--- src/rtl/core/ntcth_pkg.sv ---
`default_nettype none
package ntcth_pkg;

    // Field and register widths
    localparam int unsigned SAMPLE_W  = 10;
    localparam int unsigned SUM_W     = 13;
    localparam int unsigned COUNT_W   = 3;
    localparam int unsigned RES_W     = 20;
    localparam int unsigned TEMP_W    = 16;
    localparam int unsigned OUT_W     = 19;
    localparam int unsigned CFG_IDX_W = 8;

    // Defaults of the group length and the ADC range
    localparam int unsigned SAMPLES_DEF   = 5;
    localparam int unsigned ADC_FULL_DEF  = 1024;

    // Register indexes
    localparam logic [CFG_IDX_W-1:0] REG_SERIES  = 8'd0;
    localparam logic [CFG_IDX_W-1:0] REG_NOMINAL = 8'd1;
    localparam logic [CFG_IDX_W-1:0] REG_T0      = 8'd2;
    localparam logic [CFG_IDX_W-1:0] REG_BETA    = 8'd3;

    // Register reset values
    localparam logic [RES_W-1:0]  SERIES_RST  = 20'd10000;
    localparam logic [RES_W-1:0]  NOMINAL_RST = 20'd32000;
    localparam logic [TEMP_W-1:0] T0_RST      = 16'd29815;
    localparam logic [TEMP_W-1:0] BETA_RST    = 16'd3350;

    // Arithmetic constants
    localparam int unsigned WORD_W    = 36;   // normalising window, top bit at 35
    localparam int unsigned MANT_W    = 31;   // Q30 mantissa in [1,2)
    localparam int unsigned FRAC_BITS = 24;
    localparam int unsigned EXP_W     = 6;
    localparam int unsigned LOG_W     = EXP_W + FRAC_BITS;
    localparam int unsigned QUO_BITS  = 18;
    localparam int unsigned ITER_W    = 5;
    localparam logic [29:0] LN2_Q30   = 30'd744261118;
    localparam logic [6:0]  CENTI     = 7'd100;

    localparam logic [QUO_BITS-1:0]  Q_SAT_HIGH  = 18'd227315;
    localparam logic signed [OUT_W-1:0] KELVIN_OFS = 19'sd27315;
    localparam logic signed [OUT_W-1:0] OUT_LOW    = -19'sd8000;
    localparam logic signed [OUT_W-1:0] OUT_HIGH   = 19'sd200000;

    // Sequencer states
    typedef enum logic [13:0] {
        S_IDLE = 14'b00000000000001,
        S_MULA = 14'b00000000000010,
        S_NORM = 14'b00000000000100,
        S_SQR  = 14'b00000000001000,
        S_MULB = 14'b00000000010000,
        S_SUB  = 14'b00000000100000,
        S_LN   = 14'b00000001000000,
        S_TMUL = 14'b00000010000000,
        S_P1   = 14'b00000100000000,
        S_NUM  = 14'b00001000000000,
        S_CHK  = 14'b00010000000000,
        S_DIV  = 14'b00100000000000,
        S_CONV = 14'b01000000000000,
        S_DONE = 14'b10000000000000
    } t_state;

endpackage
`default_nettype wire

--- src/rtl/core/ntc_thermistor_temperature.sv ---
// The item that completes a group starts a conversion: two log2 runs (multiply, normalise,
// 24 squaring steps), 6 arithmetic steps, an 18-step divide, then conversion and output;
// a zero, out-of-range or zero-register group goes straight to output, a high saturation skips the divide.
// Throughput: other items of a group are taken one per cycle; the input is stalled through the
// conversion and while a finished result waits. Synchronous active-low reset clears the sum,
// count and output valid and loads register defaults.
`default_nettype none
module ntc_thermistor_temperature #(
    parameter int unsigned SAMPLES        = ntcth_pkg::SAMPLES_DEF,
    parameter int unsigned ADC_FULL_SCALE = ntcth_pkg::ADC_FULL_DEF
) (
    input  wire logic                                  i_clk,
    input  wire logic                                  i_rst_n,
    input  wire logic                                  i_valid,
    output logic                                       o_stall,
    input  wire logic [ntcth_pkg::SAMPLE_W-1:0]        i_adc_sample,
    output logic                                       o_valid,
    input  wire logic                                  i_stall,
    output logic signed [ntcth_pkg::OUT_W-1:0]         o_temp_centi_celsius,
    output logic                                       o_zero_reading,
    input  wire logic                                  i_cfg_valid,
    output logic                                       o_cfg_ready,
    input  wire logic [ntcth_pkg::CFG_IDX_W-1:0]       i_cfg_index,
    input  wire logic [ntcth_pkg::RES_W-1:0]           i_cfg_data
);

    localparam int unsigned FULL = SAMPLES * ADC_FULL_SCALE;
    localparam int unsigned FW   = $clog2(FULL + 1);
    localparam int unsigned DW   = ((FW > ntcth_pkg::SUM_W) ? FW : ntcth_pkg::SUM_W) + 1;

    // Configuration registers
    logic [ntcth_pkg::RES_W-1:0]  r_series, r_nominal;
    logic [ntcth_pkg::TEMP_W-1:0] r_t0, r_beta;

    // Accumulator and sequencer
    ntcth_pkg::t_state r_state;
    logic [ntcth_pkg::SUM_W-1:0]   r_sum, r_s;
    logic [ntcth_pkg::COUNT_W-1:0] r_cnt;
    logic [ntcth_pkg::WORD_W-1:0]  r_w;
    logic [ntcth_pkg::EXP_W-1:0]   r_e;
    logic [ntcth_pkg::MANT_W-1:0]  r_m;
    logic [ntcth_pkg::FRAC_BITS-1:0] r_frac;
    logic [ntcth_pkg::ITER_W-1:0]  r_iter;
    logic                          r_second;
    logic [ntcth_pkg::LOG_W-1:0]   r_la, r_lb, r_mag;
    logic                          r_neg;
    logic [29:0]                   r_n;
    logic [45:0]                   r_t;
    logic [22:0]                   r_p1;
    logic [38:0]                   r_num;
    logic signed [48:0]            r_den;
    logic [63:0]                   r_rem;
    logic [64:0]                   r_dsh;
    logic [ntcth_pkg::QUO_BITS-1:0] r_q;
    logic signed [ntcth_pkg::OUT_W-1:0] r_res;
    logic                          r_zero;
    logic                          r_ov;

    // Combinational helpers
    logic [ntcth_pkg::SUM_W-1:0]   sum_n;
    logic [ntcth_pkg::COUNT_W:0]   cnt_n;
    logic [ntcth_pkg::SUM_W-1:0]   s_sel;
    logic signed [DW-1:0]          d_s;
    logic                          d_bad;
    logic [31:0]                   mul_x, mul_y;
    logic [63:0]                   mul_p;
    logic [31:0]                   sq;
    logic                          sq_bit;
    logic [ntcth_pkg::MANT_W-1:0]  m_next;
    logic [ntcth_pkg::FRAC_BITS-1:0] frac_next;
    logic signed [ntcth_pkg::LOG_W:0] l_diff;
    logic [63:0]                   ln_r;
    logic signed [48:0]            base_s, t_s, den_n;
    logic [63:0]                   n_div;
    logic                          q_over;
    logic                          div_ge;
    logic signed [16:0]            zero_t;
    logic signed [ntcth_pkg::OUT_W-1:0] zero_res, conv_res;
    logic                          out_free;
    logic                          in_acc;

    assign o_cfg_ready = 1'b1;
    assign o_stall     = (r_state != ntcth_pkg::S_IDLE);
    assign o_valid     = r_ov;
    assign in_acc      = i_valid && !o_stall;
    assign out_free    = !r_ov || !i_stall;

    // Sum and count after this item
    assign sum_n = r_sum + ntcth_pkg::SUM_W'(i_adc_sample);
    assign cnt_n = {1'b0, r_cnt} + 1'b1;

    // Divider bottom term D = full - S
    assign s_sel = (r_state == ntcth_pkg::S_IDLE) ? sum_n : r_s;
    assign d_s   = $signed(DW'(FULL)) - $signed(DW'(s_sel));
    assign d_bad = d_s[DW-1] || (d_s == '0);

    // Zero-sum result: T0 - 273.15 K
    assign zero_t   = $signed({1'b0, r_t0}) - 17'sd27315;
    assign zero_res = (zero_t < 17'(ntcth_pkg::OUT_LOW)) ? ntcth_pkg::OUT_LOW
                                                         : ntcth_pkg::OUT_W'(zero_t);

    // Shared multiplier operand select
    always_comb begin
        mul_x = '0;
        mul_y = '0;
        case (r_state)
            ntcth_pkg::S_MULA: begin
                mul_x = 32'(r_series);
                mul_y = 32'(r_s);
            end
            ntcth_pkg::S_MULB: begin
                mul_x = 32'(r_nominal);
                mul_y = 32'(d_s[DW-2:0]);
            end
            ntcth_pkg::S_SQR: begin
                mul_x = 32'(r_m);
                mul_y = 32'(r_m);
            end
            ntcth_pkg::S_LN: begin
                mul_x = 32'(r_mag);
                mul_y = 32'(ntcth_pkg::LN2_Q30);
            end
            ntcth_pkg::S_TMUL: begin
                mul_x = 32'(r_t0);
                mul_y = 32'(r_n);
            end
            ntcth_pkg::S_P1: begin
                mul_x = 32'(r_beta);
                mul_y = 32'(ntcth_pkg::CENTI);
            end
            ntcth_pkg::S_NUM: begin
                mul_x = 32'(r_t0);
                mul_y = 32'(r_p1);
            end
            default: begin
                mul_x = '0;
                mul_y = '0;
            end
        endcase
    end
    assign mul_p = {32'd0, mul_x} * {32'd0, mul_y};

    // One squaring step of the log2 fraction
    assign sq        = mul_p[61:30];
    assign sq_bit    = sq[31];
    assign m_next    = sq_bit ? sq[31:1] : sq[30:0];
    assign frac_next = {r_frac[ntcth_pkg::FRAC_BITS-2:0], sq_bit};

    // Log difference and natural-log rounding
    assign l_diff = $signed({1'b0, r_la}) - $signed({1'b0, r_lb});
    assign ln_r   = mul_p + 64'h2000_0000;

    // Bottom of the Beta formula
    assign base_s = $signed({2'b00, r_p1, 24'd0});
    assign t_s    = $signed({3'b000, r_t});
    assign den_n  = r_neg ? (base_s - t_s) : (base_s + t_s);

    // Rounded dividend and overflow check
    assign n_div  = 64'({r_num, 24'd0}) + 64'(r_den[47:1]);
    assign q_over = {3'b000, n_div} >= {1'b0, r_den[47:0], 18'd0};
    assign div_ge = {1'b0, r_rem} >= r_dsh;

    // Kelvin to Celsius with saturation
    always_comb begin
        if (r_q >= ntcth_pkg::Q_SAT_HIGH) begin
            conv_res = ntcth_pkg::OUT_HIGH;
        end else begin
            conv_res = $signed({1'b0, r_q}) - ntcth_pkg::KELVIN_OFS;
            if (conv_res < ntcth_pkg::OUT_LOW) begin
                conv_res = ntcth_pkg::OUT_LOW;
            end
        end
    end

    // Configuration writes
    always_ff @(posedge i_clk) begin
        if (!i_rst_n) begin
            r_series  <= ntcth_pkg::SERIES_RST;
            r_nominal <= ntcth_pkg::NOMINAL_RST;
            r_t0      <= ntcth_pkg::T0_RST;
            r_beta    <= ntcth_pkg::BETA_RST;
        end else if (i_cfg_valid && o_cfg_ready) begin
            unique case (i_cfg_index)
                ntcth_pkg::REG_SERIES:  r_series  <= i_cfg_data;
                ntcth_pkg::REG_NOMINAL: r_nominal <= i_cfg_data;
                ntcth_pkg::REG_T0:      r_t0      <= i_cfg_data[ntcth_pkg::TEMP_W-1:0];
                ntcth_pkg::REG_BETA:    r_beta    <= i_cfg_data[ntcth_pkg::TEMP_W-1:0];
                default: ;
            endcase
        end
    end

    // Sequencer control
    always_ff @(posedge i_clk) begin
        if (!i_rst_n) begin
            r_state  <= ntcth_pkg::S_IDLE;
            r_sum    <= '0;
            r_cnt    <= '0;
            r_ov     <= 1'b0;
            r_iter   <= '0;
            r_second <= 1'b0;
        end else begin
            if (r_ov && !i_stall && !((r_state == ntcth_pkg::S_DONE) && out_free)) begin
                r_ov <= 1'b0;
            end
            unique case (r_state)
                ntcth_pkg::S_IDLE: begin
                    if (in_acc) begin
                        if (cnt_n == (ntcth_pkg::COUNT_W + 1)'(SAMPLES)) begin
                            r_sum <= '0;
                            r_cnt <= '0;
                            if (sum_n == '0) begin
                                r_state <= ntcth_pkg::S_DONE;
                            end else if (d_bad || (r_nominal == '0)) begin
                                r_state <= ntcth_pkg::S_DONE;
                            end else if (r_series == '0) begin
                                r_state <= ntcth_pkg::S_DONE;
                            end else begin
                                r_state <= ntcth_pkg::S_MULA;
                            end
                        end else begin
                            r_sum <= sum_n;
                            r_cnt <= cnt_n[ntcth_pkg::COUNT_W-1:0];
                        end
                    end
                end
                ntcth_pkg::S_MULA: begin
                    r_second <= 1'b0;
                    r_state  <= ntcth_pkg::S_NORM;
                end
                ntcth_pkg::S_MULB: begin
                    r_second <= 1'b1;
                    r_state  <= ntcth_pkg::S_NORM;
                end
                ntcth_pkg::S_NORM: begin
                    if (r_w[ntcth_pkg::WORD_W-1]) begin
                        r_iter  <= '0;
                        r_state <= ntcth_pkg::S_SQR;
                    end
                end
                ntcth_pkg::S_SQR: begin
                    r_iter <= r_iter + 1'b1;
                    if (r_iter == ntcth_pkg::ITER_W'(ntcth_pkg::FRAC_BITS - 1)) begin
                        r_state <= r_second ? ntcth_pkg::S_SUB : ntcth_pkg::S_MULB;
                    end
                end
                ntcth_pkg::S_SUB:  r_state <= ntcth_pkg::S_LN;
                ntcth_pkg::S_LN:   r_state <= ntcth_pkg::S_TMUL;
                ntcth_pkg::S_TMUL: r_state <= ntcth_pkg::S_P1;
                ntcth_pkg::S_P1:   r_state <= ntcth_pkg::S_NUM;
                ntcth_pkg::S_NUM:  r_state <= ntcth_pkg::S_CHK;
                ntcth_pkg::S_CHK: begin
                    r_iter <= '0;
                    if (r_den[48] || (r_den == '0) || q_over) begin
                        r_state <= ntcth_pkg::S_DONE;
                    end else begin
                        r_state <= ntcth_pkg::S_DIV;
                    end
                end
                ntcth_pkg::S_DIV: begin
                    r_iter <= r_iter + 1'b1;
                    if (r_iter == ntcth_pkg::ITER_W'(ntcth_pkg::QUO_BITS - 1)) begin
                        r_state <= ntcth_pkg::S_CONV;
                    end
                end
                ntcth_pkg::S_CONV: r_state <= ntcth_pkg::S_DONE;
                ntcth_pkg::S_DONE: begin
                    if (out_free) begin
                        r_ov    <= 1'b1;
                        r_state <= ntcth_pkg::S_IDLE;
                    end
                end
                default: r_state <= ntcth_pkg::S_IDLE;
            endcase
        end
    end

    // Datapath registers
    always_ff @(posedge i_clk) begin
        unique case (r_state)
            ntcth_pkg::S_IDLE: begin
                r_s    <= sum_n;
                r_zero <= (sum_n == '0);
                if (sum_n == '0) begin
                    r_res  <= zero_res;
                end else if (d_bad || (r_nominal == '0)) begin
                    r_res <= ntcth_pkg::OUT_LOW;
                end else begin
                    r_res <= ntcth_pkg::OUT_HIGH;
                end
            end
            ntcth_pkg::S_MULA, ntcth_pkg::S_MULB: begin
                r_w <= mul_p[ntcth_pkg::WORD_W-1:0];
                r_e <= ntcth_pkg::EXP_W'(ntcth_pkg::WORD_W - 1);
            end
            ntcth_pkg::S_NORM: begin
                if (r_w[ntcth_pkg::WORD_W-1]) begin
                    r_m    <= r_w[ntcth_pkg::WORD_W-1 -: ntcth_pkg::MANT_W];
                    r_frac <= '0;
                end else if (r_w[ntcth_pkg::WORD_W-1 -: 8] == '0) begin
                    r_w <= {r_w[ntcth_pkg::WORD_W-9:0], 8'd0};
                    r_e <= r_e - 6'd8;
                end else begin
                    r_w <= {r_w[ntcth_pkg::WORD_W-2:0], 1'b0};
                    r_e <= r_e - 6'd1;
                end
            end
            ntcth_pkg::S_SQR: begin
                r_m    <= m_next;
                r_frac <= frac_next;
                if (r_second) begin
                    r_lb <= {r_e, frac_next};
                end else begin
                    r_la <= {r_e, frac_next};
                end
            end
            ntcth_pkg::S_SUB: begin
                r_neg <= l_diff[ntcth_pkg::LOG_W];
                r_mag <= l_diff[ntcth_pkg::LOG_W] ? ntcth_pkg::LOG_W'(-l_diff)
                                                  : ntcth_pkg::LOG_W'(l_diff);
            end
            ntcth_pkg::S_LN:   r_n   <= ln_r[59:30];
            ntcth_pkg::S_TMUL: r_t   <= mul_p[45:0];
            ntcth_pkg::S_P1:   r_p1  <= mul_p[22:0];
            ntcth_pkg::S_NUM: begin
                r_num <= mul_p[38:0];
                r_den <= den_n;
            end
            ntcth_pkg::S_CHK: begin
                r_res <= ntcth_pkg::OUT_HIGH;
                r_rem <= n_div;
                r_dsh <= {r_den[47:0], 17'd0};
                r_q   <= '0;
            end
            ntcth_pkg::S_DIV: begin
                if (div_ge) begin
                    r_rem <= 64'({1'b0, r_rem} - r_dsh);
                end
                r_q   <= {r_q[ntcth_pkg::QUO_BITS-2:0], div_ge};
                r_dsh <= {1'b0, r_dsh[64:1]};
            end
            ntcth_pkg::S_CONV: r_res <= conv_res;
            ntcth_pkg::S_DONE: begin
                if (out_free) begin
                    o_temp_centi_celsius <= r_res;
                    o_zero_reading       <= r_zero;
                end
            end
            default: ;
        endcase
    end

    // Mantissa stays normalised through the squaring run
    a_mant_norm: assert property (@(posedge i_clk) disable iff (!i_rst_n)
        (r_state == ntcth_pkg::S_SQR) |-> r_m[ntcth_pkg::MANT_W-1])
        else $error("log2 mantissa lost its leading one");

    // Divide runs exactly the quotient width
    a_div_len: assert property (@(posedge i_clk) disable iff (!i_rst_n)
        (r_state == ntcth_pkg::S_DIV) |-> (r_iter < ntcth_pkg::ITER_W'(ntcth_pkg::QUO_BITS)))
        else $error("divide step count out of range");

    // Results stay inside the saturated range
    a_out_range: assert property (@(posedge i_clk) disable iff (!i_rst_n)
        o_valid |-> ((o_temp_centi_celsius >= ntcth_pkg::OUT_LOW)
                     && (o_temp_centi_celsius <= ntcth_pkg::OUT_HIGH)))
        else $error("temperature outside saturation limits");

    // Input held off during a conversion: no samples counted in the squaring or divide runs
    a_busy_stall: assert property (@(posedge i_clk) disable iff (!i_rst_n)
        ((r_state == ntcth_pkg::S_DIV) || (r_state == ntcth_pkg::S_SQR)) |-> (r_cnt == '0))
        else $error("samples counted during a conversion");

endmodule
`default_nettype wire
--- config.mk ---
export PLATFORM = sky130hd
export DESIGN_NAME = ntc_thermistor_temperature
export DESIGN_NICKNAME = d
export VERILOG_FILES = /design/src/rtl/core/ntcth_pkg.sv /design/src/rtl/core/ntc_thermistor_temperature.sv
export SDC_FILE = /design/constraint.sdc
export NUM_CORES = 2
export LEC_CHECK = 0
export ABC_AREA = 0
export BUFFER_PORTS_ARGS = -buffer_cell sky130_fd_sc_hd__buf_2
export CAP_MARGIN = 20
export CORE_MARGIN = 1
export CORE_UTILIZATION = 30
export CTS_CLUSTER_SIZE = 12
export DETAILED_ROUTE_END_ITERATION = 7
export PLACE_DENSITY = 0.54
export RECOVER_POWER = 100
export SLEW_MARGIN = 20
export SYNTH_ARGS = -nofsm -noshare
export SYNTH_HDL_FRONTEND = slang
export SYNTH_SLANG_ARGS = --single-unit
--- constraint.sdc ---
create_clock -name i_clk -period 20.4 [get_ports i_clk]
set_input_delay 2.04 -clock i_clk [delete_from_list [all_inputs] [get_ports i_clk]]
set_output_delay 2.04 -clock i_clk [all_outputs]
set_load 0.05 [all_outputs]
==> impl_results.md <==
- WP data required: 20.80 ns
- Share of layout cells above drive strength 1: 0.0442
- Comb power frac: 0.127
- Commonest non-fill, non-tap cell in the layout: nand2_1
- Clock Sinks: 683
- Top layer in use: met5
- Worst path top cell family by delay: simple AND/OR/NAND/NOR gates
- Crit-path max FO: 52
- Most frequent cells in the layout: nand2_1 (1,235), inv_1 (1,232), fa_1 (842)
- RSZ-0062 raised after global routing: no
- Remaining DRCs: 5
- Area Overhead vs Synth: 9.40%
- Met2 WL post-DR: 110,000 microns
- Max rail drop VDD: 58.3 uV
- Slowest CP cell: clkbuf_1
- Overall Power: 3530 uW
- Max cap viols: 39
- Synth area leader: fa_1
- Hold Vio Cnt, Final: 0
- Fin crit period: 16.68 ns
- IO Count: 66
- Met1 WL: 113,000 microns
- Synth cell types: 91
- Slew Limit Headroom: -1.79
- Ranking of synthesized cells by area: fa_1 (24%), edfxtp_1 (24%), ha_1 (8.6%)
- Filler cells: 24,116
- CP Class: flop to flop
- Status: finished with violations
- Vias in the first global route: 55,986
- Routability cong.: 0.960
- Post-synth EDFFs: 561
- Fin nets: 8,975
- Largest net degree at the start of global routing: 80
- Syn Nets: 9,037
- Global-route wire length before repair: 373,000 microns
- Vias per cell: 5.20
- Critical path buffers and inverters: 9
- Violated checks: DRC, capacitance limit, slew limit
- Internal power: 2550 uW
- Die span in x: 487 microns
- P per Cell Area: 45.8 nW/um^2
- Non-Filler Instances: 10,805
- TNS Setup: 0 ns
- Placed cell count: 10,653
- Max Slew Vio Count: 1,389
- Clk_skew: 0.0633 ns
- I/O Buffers: 64
- Root buf cell: clkbuf_16
- DR vias: 56,236
- Wire per inst: 23.3 microns
- CTS tree: yes
- Synth warn: 0
- Sw Pwr: 988 uW
- CP Capture Type: flop
- GRT Util Overall: 0.211
- Least-Margin Pin Slew: 4.18 ns
- WP data arrival: 17.08 ns
- Synth Cell Area: 70,500 sq um
- Crit path largest cell delay: 2.13 ns
- Seq cells post-synth: 683
- Initial drt markers: 5,841
- Leak pwr: 0.0333 uW
- Post CTS Setup Buffer Count: 0
- Top cell type's share of synthesized area: 0.239
- Antenna viol nets, final: 0
- Ys flop type: edfxtp_1
- Clock transition at path regs: 0.06 ns
- DP Wirelength: 194,000 microns
- Initial DRT Pass Iterations: 8
- Cell mode on critical path: fa_1
- Worst-skew pair later-pin latency: 0.70 ns
- Fraction of registers with async set/reset: 0
- Initial Util: 0.303
- CP Launch Type: flop
- Mapped Cells: 7,666
- Mapped Avg Cell Area: 9.19 sq um
- CTS Buf Count: 81
- Met3 wire length: 21,000 microns
- Clk pwr share: 0.426
- Final Instance Area: 77,100 sq um
- Initial antenna violation count: 15
- Final global-route overflow total: 0
- Seq/Total Area, Yosys: 0.274
- Final WL: 252,000 microns
- Top achievable clock speed: 0.0600 GHz
- Core area: 233,000 sq um
- DIE HEIGHT: 487 microns
- Tcrit/Tclk final: 0.818
- Worst Hold Class: flop to flop
- Dpl cell area: 74,700 sq um
- Flop pwr share: 0.447
- Net Sw Frac: 0.280
- # setup viols final: 0
- DIE AREA: 237,000 sq um
- CTS Buffer Depth: 3
- CTS Hold Bufs: 0
- FP Rows: 177
- CTS H-tree lvls: 3
- Post-cts sizing count: 0
-- power groups by stage --
stage / clock network [uW] / logic [uW] / registers, uW
after global placement: 0 / 440 / 1610
after global routing: 1580 / 488 / 1580
after CTS: 1530 / 444 / 1580
final: 1500 / 451 / 1580
after detailed placement: 0 / 440 / 1610
after floorplan: 0 / 297 / 1590
-- worst register-to-register path: cells and delay by family, from the launching register on --
kind / cells / cell delay, ns
buf+inv: 9 / 3.57
flops: 1 / 0.35
simple gates: 15 / 5.76
xor+xnor: 1 / 0.16
fa+ha+maj: 9 / 4.57
compound gates: 5 / 1.98
-- sequential cells by signal (all words and copies together), names as in the netlist, 23 cells and up --
signal / flops
r_frac: 23
r_lb: 30
r_p1: 23
r_den: 49
r_rem: 64
r_num: 39
r_dsh: 65
r_n: 30
r_w: 36
r_mag: 30
r_la: 30
r_t: 46
r_m: 31
-- cell usage after synthesis, types with 107 or more instances --
library cell	number
ha_1	486
xor2_1	107
a21o_1	125
fa_1	842
dfxtp_1	122
xnor2_1	206
edfxtp_1	561
nand2_1	1238
inv_1	1232
a21oi_1	346
o21ai_0	300
clkbuf_1	309
nor2_1	526
-- area by class of cell --
class                           instances  area (sq um)  area share
Clock inverter                         45           494     0.00641
Multi-Input combinational cell       5405         45400       0.588
Inverter                             1235          4640      0.0601
Antenna cell                            3          7.51   0.0000973
Sequential cell                       683         19300       0.250
Timing Repair Buffer                  198          1190      0.0154
Tap cell                             3132          3920      0.0508
Clock buffer                          104          2230      0.0290
-- worst paths after layout --
path                                        endpoint  slack (ns)                     from  cells after the start
hold reg to reg   o_temp_centi_celsius[18]$_DFFE_PP_        0.42      r_res[18]$_DFFE_PP_                      0
setup / recovery                   r_n[26]$_DFFE_PN_        3.72  r_state[4]$_SDFFE_PN0P_                     39
setup reg to reg                   r_n[26]$_DFFE_PN_        3.72  r_state[4]$_SDFFE_PN0P_                     39
hold / removal    o_temp_centi_celsius[18]$_DFFE_PP_        0.42      r_res[18]$_DFFE_PP_                      0
-- per-stage QoR --
stage / hold WS [ns] / utilization / setup WS [ns]
4_1_cts: 0.416 / 0.333 / 5.98
3_3_place_gp: 0.403 / 0.321 / 5.10
5_1_grt: 0.422 / 0.331 / 2.80
6_report: 0.416 / 0.331 / 3.72
3_5_place_dp: 0.405 / 0.321 / 5.31
2_1_floorplan: 0.400 / - / 7.05
-- cells by family (layout without fill, tap and decap cells) --
| group | count (synthesis) | count (layout) | synth area share |
|---|---|---|---|
| AOI/OAI and AO/OA | 1227 | 1227 | 0.112 |
| xor gates and xnor gates | 313 | 313 | 0.0389 |
| adders and majority gates | 1328 | 1328 | 0.325 |
| buffers and inverters | 1578 | 1582 | 0.0842 |
| DFF | 683 | 683 | 0.274 |
| muxes | 70 | 70 | 0.0102 |
| other | 1 | 4 | 0.0000532 |
| and+or+nand+nor | 2466 | 2466 | 0.156 |
-- layer usage --
| layer | track usage | up-vias |
|---|---|---|
| met1 | 0.303 | 28612 |
| met4 | 0.0606 | 14 |
| met5 | 0 | - |
| met2 | 0.324 | 2193 |
| met3 | 0.0359 | 390 |
| li1 | - | 25027 |
No activity file was read; power rests on OpenSTA's default activity.
